$ cat config.mk
export PLATFORM = sky130hd
export DESIGN_NAME = button_debounce_gesture_qualifier_core_flat
export DESIGN_NICKNAME = d
export VERILOG_FILES = /design/src/design/bdgq_pkg.sv /design/src/design/bdgq_if.sv /design/src/design/bdgq_debounce.sv /design/src/design/bdgq_gesture.sv /design/src/design/button_debounce_gesture_qualifier_core.sv /design/src/flat_wrapper.sv
export SDC_FILE = /design/constraint.sdc
export NUM_CORES = 1
export LEC_CHECK = 0
export BUFFER_PORTS_ARGS = -buffer_cell sky130_fd_sc_hd__buf_2
export CORE_AREA = 5 5 169 171
export DETAILED_ROUTE_END_ITERATION = 10
export DIE_AREA = 0 0 174 176
export GPL_TIMING_DRIVEN = 0
export SETUP_SLACK_MARGIN = 0.3
export SYNTH_ARGS = -nofsm -noshare
export SYNTH_HDL_FRONTEND = slang
export SYNTH_SLANG_ARGS = --single-unit
$ cat constraint.sdc
create_clock -name clk_i -period 11.25 [get_ports clk_i]
set_input_delay 1.125 -clock clk_i [delete_from_list [all_inputs] [get_ports clk_i]]
set_output_delay 1.125 -clock clk_i [all_outputs]
set_load 0.02 [all_outputs]
$ cat src/design/bdgq_pkg.sv
// Shared types, codes and reset values for the button debounce and gesture qualifier.
package bdgq_pkg;

  localparam int unsigned NumButtons = 5;
  localparam int unsigned StableWidth = 9;
  localparam int unsigned CfgIndexWidth = 3;
  localparam int unsigned CfgDataWidth = 16;

  // Button positions in the level vectors.
  localparam int unsigned IdxFwd = 0;
  localparam int unsigned IdxBwd = 1;
  localparam int unsigned IdxB1 = 2;
  localparam int unsigned IdxB2 = 3;
  localparam int unsigned IdxB3 = 4;

  // Configuration register indexes.
  localparam logic [CfgIndexWidth-1:0] RegDebounce = 3'd0;
  localparam logic [CfgIndexWidth-1:0] RegPairingHold = 3'd1;
  localparam logic [CfgIndexWidth-1:0] RegTapWindow = 3'd2;
  localparam logic [CfgIndexWidth-1:0] RegLongPress = 3'd3;
  localparam logic [CfgIndexWidth-1:0] RegMultipress = 3'd4;

  // Configuration reset values.
  localparam logic [7:0] DebounceReset = 8'd50;
  localparam logic [15:0] PairingHoldReset = 16'd15000;
  localparam logic [15:0] TapWindowReset = 16'd400;
  localparam logic [15:0] LongPressReset = 16'd2000;

  // Hat direction codes.
  localparam logic [1:0] HatCenter = 2'd0;
  localparam logic [1:0] HatForward = 2'd1;
  localparam logic [1:0] HatBackward = 2'd2;

  // Gesture event codes.
  localparam logic [2:0] GestNone = 3'd0;
  localparam logic [2:0] GestLong = 3'd4;

  // Held button bits.
  localparam logic [2:0] BitB1 = 3'b001;
  localparam logic [2:0] BitB2 = 3'b010;
  localparam logic [2:0] BitB3 = 3'b100;

  localparam logic [1:0] TapCountMax = 2'd3;

  typedef struct packed {
    logic [7:0]  debounce_ticks;
    logic [15:0] pairing_hold_ticks;
    logic [15:0] tap_window_ticks;
    logic [15:0] long_press_ticks;
    logic        multipress_enable;
  } cfg_t;

  // Debounced view of one tick, passed to the gesture logic.
  typedef struct packed {
    logic [NumButtons-1:0] pressed;
    logic                  b3_press;
  } clean_t;

  typedef struct packed {
    logic [1:0]            hat_direction;
    logic [2:0]            held_buttons;
    logic                  report_needed;
    logic [2:0]            gesture_event;
    logic                  pairing_request;
    logic [NumButtons-1:0] clean_levels;
  } result_t;

endpackage

$ cat src/design/bdgq_if.sv
// Channel interfaces for tick input, result output and configuration writes.
interface bdgq_in_if;
  logic       valid;
  logic       ready;
  logic [4:0] raw_levels;
  logic       link_up;
  modport source (output valid, raw_levels, link_up, input ready);
  modport sink (input valid, raw_levels, link_up, output ready);
endinterface

interface bdgq_out_if;
  logic       valid;
  logic       ready;
  logic [1:0] hat_direction;
  logic [2:0] held_buttons;
  logic       report_needed;
  logic [2:0] gesture_event;
  logic       pairing_request;
  logic [4:0] clean_levels;
  modport source (output valid, hat_direction, held_buttons, report_needed, gesture_event,
                  pairing_request, clean_levels, input ready);
  modport sink (input valid, hat_direction, held_buttons, report_needed, gesture_event,
                pairing_request, clean_levels, output ready);
endinterface

interface bdgq_cfg_if;
  logic        valid;
  logic        ready;
  logic [2:0]  index;
  logic [15:0] data;
  modport source (output valid, index, data, input ready);
  modport sink (input valid, index, data, output ready);
endinterface

$ cat src/design/bdgq_debounce.sv
// Per-button stability counters that turn raw active-low levels into pressed flags.
module bdgq_debounce
  import bdgq_pkg::*;
(
  input  logic                  clk_i,
  input  logic                  rst_ni,
  input  logic                  step_i,
  input  logic [NumButtons-1:0] raw_i,
  input  logic [7:0]            debounce_ticks_i,
  output clean_t                clean_o
);

  localparam logic [StableWidth-1:0] StableMax = '1;

  logic [NumButtons-1:0]  last_raw_q, last_raw_d;
  logic [NumButtons-1:0]  pressed_q, pressed_d;
  logic [StableWidth-1:0] count_q [NumButtons];
  logic [StableWidth-1:0] count_d [NumButtons];

  always_comb begin
    pressed_d = pressed_q;
    for (int i = 0; i < NumButtons; i++) begin
      if (raw_i[i] != last_raw_q[i]) begin
        count_d[i] = '0;
      end else if (count_q[i] != StableMax) begin
        count_d[i] = count_q[i] + StableWidth'(1);
      end else begin
        count_d[i] = count_q[i];
      end
      if (count_d[i] > {1'b0, debounce_ticks_i}) begin
        pressed_d[i] = ~raw_i[i];
      end
    end
    last_raw_d = raw_i;
  end

  assign clean_o.pressed  = pressed_d;
  assign clean_o.b3_press = pressed_d[IdxB3] & ~pressed_q[IdxB3];

  always_ff @(posedge clk_i or negedge rst_ni) begin
    if (!rst_ni) begin
      last_raw_q <= '1;
      pressed_q  <= '0;
      for (int i = 0; i < NumButtons; i++) begin
        count_q[i] <= '0;
      end
    end else if (step_i) begin
      last_raw_q <= last_raw_d;
      pressed_q  <= pressed_d;
      for (int i = 0; i < NumButtons; i++) begin
        count_q[i] <= count_d[i];
      end
    end
  end

endmodule

$ cat src/design/bdgq_gesture.sv
// Pairing hold, hat and held-button edge tracking, and tap and long-press classification.
module bdgq_gesture
  import bdgq_pkg::*;
#(
  parameter int unsigned TimerWidth = 16
) (
  input  logic    clk_i,
  input  logic    rst_ni,
  input  logic    step_i,
  input  logic    link_up_i,
  input  clean_t  clean_i,
  input  cfg_t    cfg_i,
  output result_t result_o
);

  localparam logic [TimerWidth-1:0] TimerMax = '1;

  logic [TimerWidth-1:0] hold_q, hold_d;
  logic [TimerWidth-1:0] tap_timer_q, tap_timer_d;
  logic                  pairing_done_q, pairing_done_d;
  logic [NumButtons-1:0] edge_held_q, edge_held_d;
  logic [1:0]            hat_q, hat_d;
  logic [2:0]            bits_q, bits_d;
  logic [1:0]            tap_count_q, tap_count_d;
  logic                  tap_was_pressed_q, tap_was_pressed_d;
  logic                  long_sent_q, long_sent_d;

  logic [NumButtons-1:0] p;
  logic                  report;
  logic                  pulse;
  logic [2:0]            gesture;

  assign p = clean_i.pressed;

  always_comb begin
    hold_d            = hold_q;
    pairing_done_d    = pairing_done_q;
    edge_held_d       = edge_held_q;
    hat_d             = hat_q;
    bits_d            = bits_q;
    tap_count_d       = tap_count_q;
    tap_was_pressed_d = tap_was_pressed_q;
    long_sent_d       = long_sent_q;
    report            = 1'b0;
    pulse             = 1'b0;
    gesture           = GestNone;

    tap_timer_d = (tap_timer_q == TimerMax) ? tap_timer_q : tap_timer_q + TimerWidth'(1);

    if (clean_i.b3_press) begin
      hold_d = '0;
    end else if (p[IdxB3] && hold_q != TimerMax) begin
      hold_d = hold_q + TimerWidth'(1);
    end

    if (p[IdxB3]) begin
      if (32'(hold_d) >= 32'(cfg_i.pairing_hold_ticks) && !pairing_done_q) begin
        pairing_done_d = 1'b1;
        pulse          = 1'b1;
      end
    end else begin
      pairing_done_d = 1'b0;
    end

    if (link_up_i) begin
      // The hat follows the latest press; a release centers it only when the
      // other direction is not pressed.
      if (p[IdxFwd] && !edge_held_d[IdxFwd]) begin
        hat_d               = HatForward;
        edge_held_d[IdxFwd] = 1'b1;
        report              = 1'b1;
      end else if (!p[IdxFwd] && edge_held_d[IdxFwd]) begin
        if (!p[IdxBwd]) begin
          hat_d = HatCenter;
        end
        edge_held_d[IdxFwd] = 1'b0;
        report              = 1'b1;
      end
      if (p[IdxBwd] && !edge_held_d[IdxBwd]) begin
        hat_d               = HatBackward;
        edge_held_d[IdxBwd] = 1'b1;
        report              = 1'b1;
      end else if (!p[IdxBwd] && edge_held_d[IdxBwd]) begin
        if (!p[IdxFwd]) begin
          hat_d = HatCenter;
        end
        edge_held_d[IdxBwd] = 1'b0;
        report              = 1'b1;
      end

      if (p[IdxB1] && !edge_held_d[IdxB1]) begin
        bits_d             = bits_d | BitB1;
        edge_held_d[IdxB1] = 1'b1;
        report             = 1'b1;
      end else if (!p[IdxB1] && edge_held_d[IdxB1]) begin
        bits_d             = bits_d & ~BitB1;
        edge_held_d[IdxB1] = 1'b0;
        report             = 1'b1;
      end
      if (p[IdxB2] && !edge_held_d[IdxB2]) begin
        bits_d             = bits_d | BitB2;
        edge_held_d[IdxB2] = 1'b1;
        report             = 1'b1;
      end else if (!p[IdxB2] && edge_held_d[IdxB2]) begin
        bits_d             = bits_d & ~BitB2;
        edge_held_d[IdxB2] = 1'b0;
        report             = 1'b1;
      end

      if (cfg_i.multipress_enable) begin
        if (p[IdxB3] && !tap_was_pressed_d && !pairing_done_d) begin
          tap_was_pressed_d = 1'b1;
          long_sent_d       = 1'b0;
          if (tap_count_d != TapCountMax) begin
            tap_count_d = tap_count_d + 2'd1;
          end
          tap_timer_d = '0;
        end else if (!p[IdxB3] && tap_was_pressed_d) begin
          tap_was_pressed_d = 1'b0;
        end
        if (p[IdxB3] && tap_was_pressed_d && !long_sent_d && !pairing_done_d &&
            32'(hold_d) >= 32'(cfg_i.long_press_ticks)) begin
          gesture     = GestLong;
          long_sent_d = 1'b1;
          tap_count_d = '0;
        end
        if (tap_count_d != 2'd0 && !tap_was_pressed_d && !long_sent_d &&
            32'(tap_timer_d) >= 32'(cfg_i.tap_window_ticks)) begin
          gesture     = {1'b0, tap_count_d};
          report      = 1'b1;
          tap_count_d = '0;
        end
      end else begin
        if (p[IdxB3] && !edge_held_d[IdxB3] && !pairing_done_d) begin
          bits_d             = bits_d | BitB3;
          edge_held_d[IdxB3] = 1'b1;
          report             = 1'b1;
        end else if (!p[IdxB3] && edge_held_d[IdxB3]) begin
          bits_d             = bits_d & ~BitB3;
          edge_held_d[IdxB3] = 1'b0;
          report             = 1'b1;
        end
      end
    end else begin
      bits_d = '0;
    end
  end

  assign result_o.hat_direction   = hat_d;
  assign result_o.held_buttons    = bits_d;
  assign result_o.report_needed   = report;
  assign result_o.gesture_event   = gesture;
  assign result_o.pairing_request = pulse;
  assign result_o.clean_levels    = p;

  always_ff @(posedge clk_i or negedge rst_ni) begin
    if (!rst_ni) begin
      hold_q            <= '0;
      tap_timer_q       <= '0;
      pairing_done_q    <= 1'b0;
      edge_held_q       <= '0;
      hat_q             <= HatCenter;
      bits_q            <= '0;
      tap_count_q       <= '0;
      tap_was_pressed_q <= 1'b0;
      long_sent_q       <= 1'b0;
    end else if (step_i) begin
      hold_q            <= hold_d;
      tap_timer_q       <= tap_timer_d;
      pairing_done_q    <= pairing_done_d;
      edge_held_q       <= edge_held_d;
      hat_q             <= hat_d;
      bits_q            <= bits_d;
      tap_count_q       <= tap_count_d;
      tap_was_pressed_q <= tap_was_pressed_d;
      long_sent_q       <= long_sent_d;
    end
  end

endmodule

$ cat src/design/button_debounce_gesture_qualifier_core.sv
// Top level of the five-button debouncer and gesture qualifier with its result register.
//
// Usage: each transfer on in_i is one millisecond tick carrying the five raw
// active-low pin levels and the link-up flag. Every tick produces exactly one
// result on out_o: hat direction, held buttons, report flag, gesture event,
// pairing pulse and the debounced pressed flags.
// A tick accepted at a clock edge has its result registered and valid after
// that edge. Throughput is one tick per cycle while out_o.ready keeps up; the tick state is
// updated by combinational logic between the state registers and the result
// register, which is the only stage.
// in_i.ready is high while the result register is empty or being emptied in
// the same cycle, so a stalled receiver holds the result and stalls the
// input after one tick; nothing is dropped.
// Configuration writes on cfg_i are always taken; write them only while no
// tick is in flight. Reset loads the register defaults, releases all buttons,
// centers the hat and clears every timer. No clearing pass is needed.
module button_debounce_gesture_qualifier_core
  import bdgq_pkg::*;
#(
  parameter int unsigned TIMER_WIDTH = 16
) (
  input  logic     clk_i,
  input  logic     rst_ni,
  bdgq_in_if.sink  in_i,
  bdgq_out_if.source out_o,
  bdgq_cfg_if.sink cfg_i
);

  cfg_t    cfg_q;
  clean_t  clean;
  result_t result_d, result_q;
  logic    out_valid_q;
  logic    step;

  assign in_i.ready  = !out_valid_q || out_o.ready;
  assign step        = in_i.valid && in_i.ready;
  assign cfg_i.ready = 1'b1;

  always_ff @(posedge clk_i or negedge rst_ni) begin
    if (!rst_ni) begin
      cfg_q.debounce_ticks     <= DebounceReset;
      cfg_q.pairing_hold_ticks <= PairingHoldReset;
      cfg_q.tap_window_ticks   <= TapWindowReset;
      cfg_q.long_press_ticks   <= LongPressReset;
      cfg_q.multipress_enable  <= 1'b0;
    end else if (cfg_i.valid) begin
      unique case (cfg_i.index)
        RegDebounce:    cfg_q.debounce_ticks     <= cfg_i.data[7:0];
        RegPairingHold: cfg_q.pairing_hold_ticks <= cfg_i.data;
        RegTapWindow:   cfg_q.tap_window_ticks   <= cfg_i.data;
        RegLongPress:   cfg_q.long_press_ticks   <= cfg_i.data;
        RegMultipress:  cfg_q.multipress_enable  <= cfg_i.data[0];
        default: ;
      endcase
    end
  end

  bdgq_debounce u_debounce (
    .clk_i            (clk_i),
    .rst_ni           (rst_ni),
    .step_i           (step),
    .raw_i            (in_i.raw_levels),
    .debounce_ticks_i (cfg_q.debounce_ticks),
    .clean_o          (clean)
  );

  bdgq_gesture #(
    .TimerWidth (TIMER_WIDTH)
  ) u_gesture (
    .clk_i     (clk_i),
    .rst_ni    (rst_ni),
    .step_i    (step),
    .link_up_i (in_i.link_up),
    .clean_i   (clean),
    .cfg_i     (cfg_q),
    .result_o  (result_d)
  );

  always_ff @(posedge clk_i or negedge rst_ni) begin
    if (!rst_ni) begin
      out_valid_q <= 1'b0;
    end else if (in_i.ready) begin
      out_valid_q <= in_i.valid;
    end
  end

  always_ff @(posedge clk_i) begin
    if (step) begin
      result_q <= result_d;
    end
  end

  assign out_o.valid           = out_valid_q;
  assign out_o.hat_direction   = result_q.hat_direction;
  assign out_o.held_buttons    = result_q.held_buttons;
  assign out_o.report_needed   = result_q.report_needed;
  assign out_o.gesture_event   = result_q.gesture_event;
  assign out_o.pairing_request = result_q.pairing_request;
  assign out_o.clean_levels    = result_q.clean_levels;

  // A tap event is always reported.
  assert property (@(posedge clk_i) disable iff (!rst_ni)
    out_o.valid && out_o.gesture_event != GestNone &&
      out_o.gesture_event != GestLong |-> out_o.report_needed)
    else $error("tap event without report flag");

  // The pairing pulse only fires while button three is debounced as pressed.
  assert property (@(posedge clk_i) disable iff (!rst_ni)
    out_o.valid && out_o.pairing_request |-> out_o.clean_levels[IdxB3])
    else $error("pairing pulse without button three pressed");

  // Every accepted tick leaves a result waiting in the next cycle.
  assert property (@(posedge clk_i) disable iff (!rst_ni)
    in_i.valid && in_i.ready |=> out_o.valid)
    else $error("accepted tick produced no result");

  // Button three never becomes held while multi-press mode is running.
  assert property (@(posedge clk_i) disable iff (!rst_ni)
    step && cfg_q.multipress_enable && !result_q.held_buttons[2] && out_valid_q |=>
      !out_o.held_buttons[2])
    else $error("button three held in multi-press mode");

endmodule
$ cat src/flat_wrapper.sv
// flat-port wrapper written by rule: the top's interface ports become plain ports
module button_debounce_gesture_qualifier_core_flat import bdgq_pkg::*;
#(
  parameter int unsigned TIMER_WIDTH = 16
)
  (clk_i, rst_ni, in_i_valid, in_i_raw_levels, in_i_link_up, in_i_ready, out_o_valid, out_o_hat_direction, out_o_held_buttons, out_o_report_needed, out_o_gesture_event, out_o_pairing_request, out_o_clean_levels, out_o_ready, cfg_i_valid, cfg_i_index, cfg_i_data, cfg_i_ready);
  bdgq_in_if in_i_i ();
  bdgq_out_if out_o_i ();
  bdgq_cfg_if cfg_i_i ();
  input  logic clk_i;
  input  logic rst_ni;
  input wire logic [$bits(in_i_i.valid)-1:0] in_i_valid;
  input wire logic [$bits(in_i_i.raw_levels)-1:0] in_i_raw_levels;
  input wire logic [$bits(in_i_i.link_up)-1:0] in_i_link_up;
  output wire logic [$bits(in_i_i.ready)-1:0] in_i_ready;
  output wire logic [$bits(out_o_i.valid)-1:0] out_o_valid;
  output wire logic [$bits(out_o_i.hat_direction)-1:0] out_o_hat_direction;
  output wire logic [$bits(out_o_i.held_buttons)-1:0] out_o_held_buttons;
  output wire logic [$bits(out_o_i.report_needed)-1:0] out_o_report_needed;
  output wire logic [$bits(out_o_i.gesture_event)-1:0] out_o_gesture_event;
  output wire logic [$bits(out_o_i.pairing_request)-1:0] out_o_pairing_request;
  output wire logic [$bits(out_o_i.clean_levels)-1:0] out_o_clean_levels;
  input wire logic [$bits(out_o_i.ready)-1:0] out_o_ready;
  input wire logic [$bits(cfg_i_i.valid)-1:0] cfg_i_valid;
  input wire logic [$bits(cfg_i_i.index)-1:0] cfg_i_index;
  input wire logic [$bits(cfg_i_i.data)-1:0] cfg_i_data;
  output wire logic [$bits(cfg_i_i.ready)-1:0] cfg_i_ready;
  assign in_i_i.valid = in_i_valid;
  assign in_i_i.raw_levels = in_i_raw_levels;
  assign in_i_i.link_up = in_i_link_up;
  assign in_i_ready = in_i_i.ready;
  assign out_o_valid = out_o_i.valid;
  assign out_o_hat_direction = out_o_i.hat_direction;
  assign out_o_held_buttons = out_o_i.held_buttons;
  assign out_o_report_needed = out_o_i.report_needed;
  assign out_o_gesture_event = out_o_i.gesture_event;
  assign out_o_pairing_request = out_o_i.pairing_request;
  assign out_o_clean_levels = out_o_i.clean_levels;
  assign out_o_i.ready = out_o_ready;
  assign cfg_i_i.valid = cfg_i_valid;
  assign cfg_i_i.index = cfg_i_index;
  assign cfg_i_i.data = cfg_i_data;
  assign cfg_i_ready = cfg_i_i.ready;
  button_debounce_gesture_qualifier_core #(.TIMER_WIDTH(TIMER_WIDTH)) u_core (.clk_i(clk_i), .rst_ni(rst_ni), .in_i(in_i_i), .out_o(out_o_i), .cfg_i(cfg_i_i));
endmodule
-- Word level (Yosys, flattened, before mapping)
Index checks and enable logic that the tools add are counted.
- bits in registers: 175
- input bits: 30
- output and inout bits: 18
- word-level logic and storage cells: 218
- $add $sub $neg: 8
- order comparisons: 8
- equal/unequal tests: 17
- mux-type cells: 81
- bitwise logic cells: 9
- reduce and logical (&&, ||, !) cells: 62
- operators by type and width (cell ; number):
    two-way mux 16 bit ; 8
    two-way mux 9 bit ; 10
    greater-or-equal comparator 16 bit ; 3
    adder 9 x 1 -> 9 bit, second input constant ; 5
    > comparator 9 x 8 -> 1 bit ; 5
    inequality test 9 bit, second input constant ; 5
    two-way mux 1 bit ; 42
    adder 16 x 1 -> 16 bit, second input constant ; 2
    two-way mux 2 bit ; 16
    logical AND 1 bit ; 24
    zero test 1 bit ; 17
    equality test 16 bit, second input constant ; 1
    inequality test 16 bit, second input constant ; 1
    two-way mux 3 bit ; 5
    AND reduction 3 bit ; 5
    AND reduction 2 bit ; 6
    nonzero test 2 bit ; 6
    NOT 1 bit ; 8
    equality test 3 x 2 -> 1 bit, second input constant ; 2
    inequality test 1 bit ; 5
    AND reduction 4 bit ; 1
    equality test 3 x 1 -> 1 bit, second input constant ; 1
    equality test 3 bit, second input constant ; 1
    zero test 3 bit ; 1
    other kinds (5) ; 5

-- Depth between registers and ports, before layout
- word-level depth: 30
- gate-level depth with buffers: 36

-- Modules after synthesis
Synthesis repeated with hierarchy kept, for this count alone.
- cells, all modules: 1305
- area total of the unflattened synthesis: 12104.1 um^2
- modules (own cells, without submodules) (module ; instances ; cells each ; area an instance (um^2) ; seq. area each (um^2)):
    bdgq_debounce ; 1 ; 579 ; 4767.1 ; 1382.6
    bdgq_gesture ; 1 ; 581 ; 4578.1 ; 1176.1
    button_debounce_gesture_qualifier_core ; 1 ; 145 ; 2758.9 ; 1925.6

-- Worst setup path before layout
OpenSTA, ideal clock, no wires.
- path type: input-to-reg
- start point: input in_i_raw_levels[4]
- end point: register u_core.result_q, in the netlist u_core.out_o.report_needed, data pin
- library setup time: 0.146 ns
- data arrival time: 7.092 ns
- slack: 4.012 ns
- cell stages on the path: 32
- cell sequence: clkbuf_1 > xor2_1 > clkbuf_1 > nor2_1 > ha_1 > nand4_1 > or3_1 > o2111ai_2 > o211ai_4 > buf_6 > nor2_2 > buf_4 > nand2_1 > xor2_1 > nor2_1 > ha_1 > o21a_1 > o211ai_1 > a2111o_1 > o211ai_1 > nor3_4 > clkbuf_1 > o21bai_1 > ha_1 > nand2b_1 > a31oi_1 > o21ai_0 > nand4_1 > a211o_1 > a221oi_2 > o311ai_1 > a21oi_1
- RTL lines (element ; line ; text):
    start, declared ; flat_wrapper.sv:13 ; input wire logic [$bits(in_i_i.raw_levels)-1:0] in_i_raw_levels;
    end signal, assigned ; button_debounce_gesture_qualifier_core.sv:89 ; result_q <= result_d;
    end, declared ; button_debounce_gesture_qualifier_core.sv:31 ; result_t result_d, result_q;

==> impl_metrics.tcl <==
set metrics [dict create \
    outcome "finished, final reports clean" \
    period_needed_ns 8.331 \
    syn_area_per_cell_um2 8.840 \
    synth_nets 1389 \
    ir_drop_v 0.0001145 \
    num_vias 9126 \
    finalWeightedCongestion 0.8443 \
    power_mw 2.087 \
    vias_per_cell 5.452 \
    startpoint_type "primary input" \
    tns_ns 0 \
    grt_pass1_wl_um 46000 \
    p_seq_share_pct 40.3 \
    cts_max_level 4 \
    gr-total-overflow 0 \
    start_util_pct 41.54 \
    ctsLongestPathBuffers 2 \
    grt_max_degree 107 \
    slew_headroom_pct 42.83 \
    clk_pin_slew_ns 0.09 \
    rsz0062_at_grt "no" \
    power.leakage_nw 5.805 \
    clock_latency_ns 0.45 \
    cts_hold_buf 0 \
    wire_per_inst_um 16.68 \
    ios 48 \
    dieArea_um2 30620 \
    max_cap_violations 0 \
    setup-violations-final 0 \
    numCtsBuffers 17 \
    ant_nets 0 \
    cp_slowest_cell "clkbuf_1" \
    dr.first_iter.drc_count 622 \
    drv_slew 0 \
    wl_um 27930 \
    drc 0 \
    first_global_vias 8803 \
    port_buffers 44 \
    critPathMaxStageDelay_ns 0.45 \
    track_usage_pct 18.43 \
    dpl.hpwl_um 20690 \
    crit_fanout 10 \
    period_share_pct 74.05 \
    netlist_area_um2 11100 \
    p_per_area_nw_per_um2 168.3 \
    antenna_found_initial 0 \
    skew_ns 0.01911 \
    root_buffer "clkbuf_16" \
    final_common_cell "nand2_1" \
    cts.repair.resized 0 \
    finalHoldViolCount 0 \
    pwr-share-clk_pct 29.1 \
    rows 60 \
    p_int_mw 1.311 \
    die_h_um 176 \
    nNetsFinal 1453 \
    cts_tree "built" \
    drtPass1Iterations 5 \
    ys.flop_type "dfrtp_1" \
    synth-seq-area-share_pct 40.39 \
    min_path_type "reg2reg" \
    cts_setup_buffers 0 \
    synthCells 1256 \
    p_sw_share_pct 37.19 \
    die_w_um 174 \
    p_sw_mw 0.7762 \
    core_area_um2 26730 \
    worstPathArrival_ns 8.63 \
    cp.required_ns 11.55 \
    cp-end-kind "flip-flop" \
    area_growth_pct 11.66 \
    p_comb_share_pct 30.6 \
    crit_type "in2reg" \
    drive_above_1_share_pct 11.03 \
    synthArstFlopShare_pct 91.43 \
    ys_ff_latch 175 \
    num_antenna_cells 0 \
    max_freq_mhz 120.0 \
    synth_edf_count 15 \
    clock_sinks 175 \
    tightest_slew_ns 0.8457 \
    mostFrequentLayoutCells "213 x nand2_1, 136 x dfrtp_1, 103 x ha_1" \
    synth_cell_types 70 \
    ys.warnings.count 0 \
]
-- synthesized netlist by cell type, types with 5 or more instances --
cell type	number	area share (%)
xnor2_1	14	1.1
nor2_1	99	3.3
nand2_1	213	7.2
a31oi_1	15	0.85
dfstp_2	24	5.7
ha_1	103	12
dfrtp_1	136	31
o211ai_1	5	0.34
edfxtp_1	15	4.1
mux2_2	24	2.4
buf_1	7	0.24
nand3_1	39	1.8
and2_1	8	0.45
clkbuf_1	35	1.2
inv_1	76	2.6
o31ai_1	20	1.4
nor2b_1	7	0.39
a21oi_1	71	3.2
a21o_1	16	1.1
nand4_1	31	1.7
and3_1	24	1.4
mux2i_1	10	0.90
o21a_1	7	0.47
o21ai_0	101	4.6
nand2b_1	14	0.79
xor2_1	50	3.9
a211oi_1	8	0.54
o21bai_1	6	0.41
nor3_1	7	0.32
-- power by group through the flow --
stage,clock network (mW),logic [mW],registers (mW)
finish,0.607,0.640,0.840
global route,0.653,0.736,0.856
CTS,0.624,0.643,0.839
detailed placement,0,0.637,0.851
global placement,0,0.619,0.848
floorplan,0,0.455,0.839
-- cell families after synthesis --
kind of cell	after synthesis	share of synthesized area, %
flops	175	40.39
buf+inv	126	4.429
fa+ha+maj	103	11.61
simple gates	466	19.10
other cells	1	0.03377
mux	34	3.336
xor+xnor	64	5.048
compound gates	287	16.06
-- area by class of cell --
class / instances / area [um2]
Fill cell: 2609 / 14330
Multi-Input combinational cell: 955 / 6127
Sequential cell: 175 / 4484
Tap cell: 341 / 426.7
Clock buffer: 17 / 425.4
Inverter: 78 / 292.8
Timing Repair Buffer: 45 / 257.7
Buffer: 48 / 200.2
Clock inverter: 15 / 183.9
-- sequential cells by signal, indices dropped and copies added (netlist names), 5 cells and up --
| name | count |
|---|---|
| u_core.u_debounce.pressed_q | 5 |
| u_core.u_gesture.edge_held_q | 5 |
| u_core.u_gesture.hold_q | 16 |
| u_core.u_debounce.count_q | 45 |
| u_core.cfg_q | 57 |
| u_core.u_debounce.last_raw_q | 5 |
| u_core.u_gesture.tap_timer_q | 16 |
| u_core.out_o.clean_levels | 5 |
-- critical path, delay by kind of cell --
family / cells / cell delay (ns)
compound gates: 11 / 2.34
xor+xnor: 2 / 0.50
fa+ha+maj: 3 / 0.94
buf+inv: 5 / 1.33
simple gates: 10 / 2.38
-- metal layers --
metal,up-vias,global-route usage (%),routed length (um)
met2,150,31.01,13190
met3,27,3.062,956
li1,4530,-,-
met5,-,0,0
met1,4419,24.99,13410
met4,0,4.487,374
-- through the flow --
stage / cells / instance area [um2] / hold slack, ns / utilization, % / setup slack [ns]
2_1_floorplan: 1256 / 11100 / 0.4456 / - / 4.012
3_3_place_gp: 1641 / 11750 / 0.4526 / 43.97 / 2.524
3_5_place_dp: 1642 / 11790 / 0.4629 / 44.11 / 2.490
4_1_cts: 1674 / 12400 / 0.4742 / 46.39 / 2.941
5_1_grt: 1674 / 12400 / 0.4805 / 46.39 / 2.331
6_report: 1674 / 12400 / 0.4710 / 46.39 / 2.919
-- final timing paths --
| check | startpoint | cells past startpoint | to | slack (ns) |
|---|---|---|---|---|
| setup reg to reg | u_core.u_debounce.count_q[0] | 34 | u_core.out_o.report_needed | 3.11 |
| setup / recovery | in_i_raw_levels[4] | 31 | u_core.out_o.report_needed | 2.92 |
| hold reg to reg | u_core.u_debounce.last_raw_q[1] | 2 | u_core.u_debounce.last_raw_q[1] | 0.47 |
| max in group asynchronous | rst_ni | 2 | u_core.u_debounce.count_q[17] | 9.78 |
| min in group asynchronous | rst_ni | 1 | u_core.u_debounce.count_q[31] | 0.58 |
| hold / removal | u_core.u_debounce.last_raw_q[1] | 2 | u_core.u_debounce.last_raw_q[1] | 0.47 |
(Power assumes the default switching activity.)
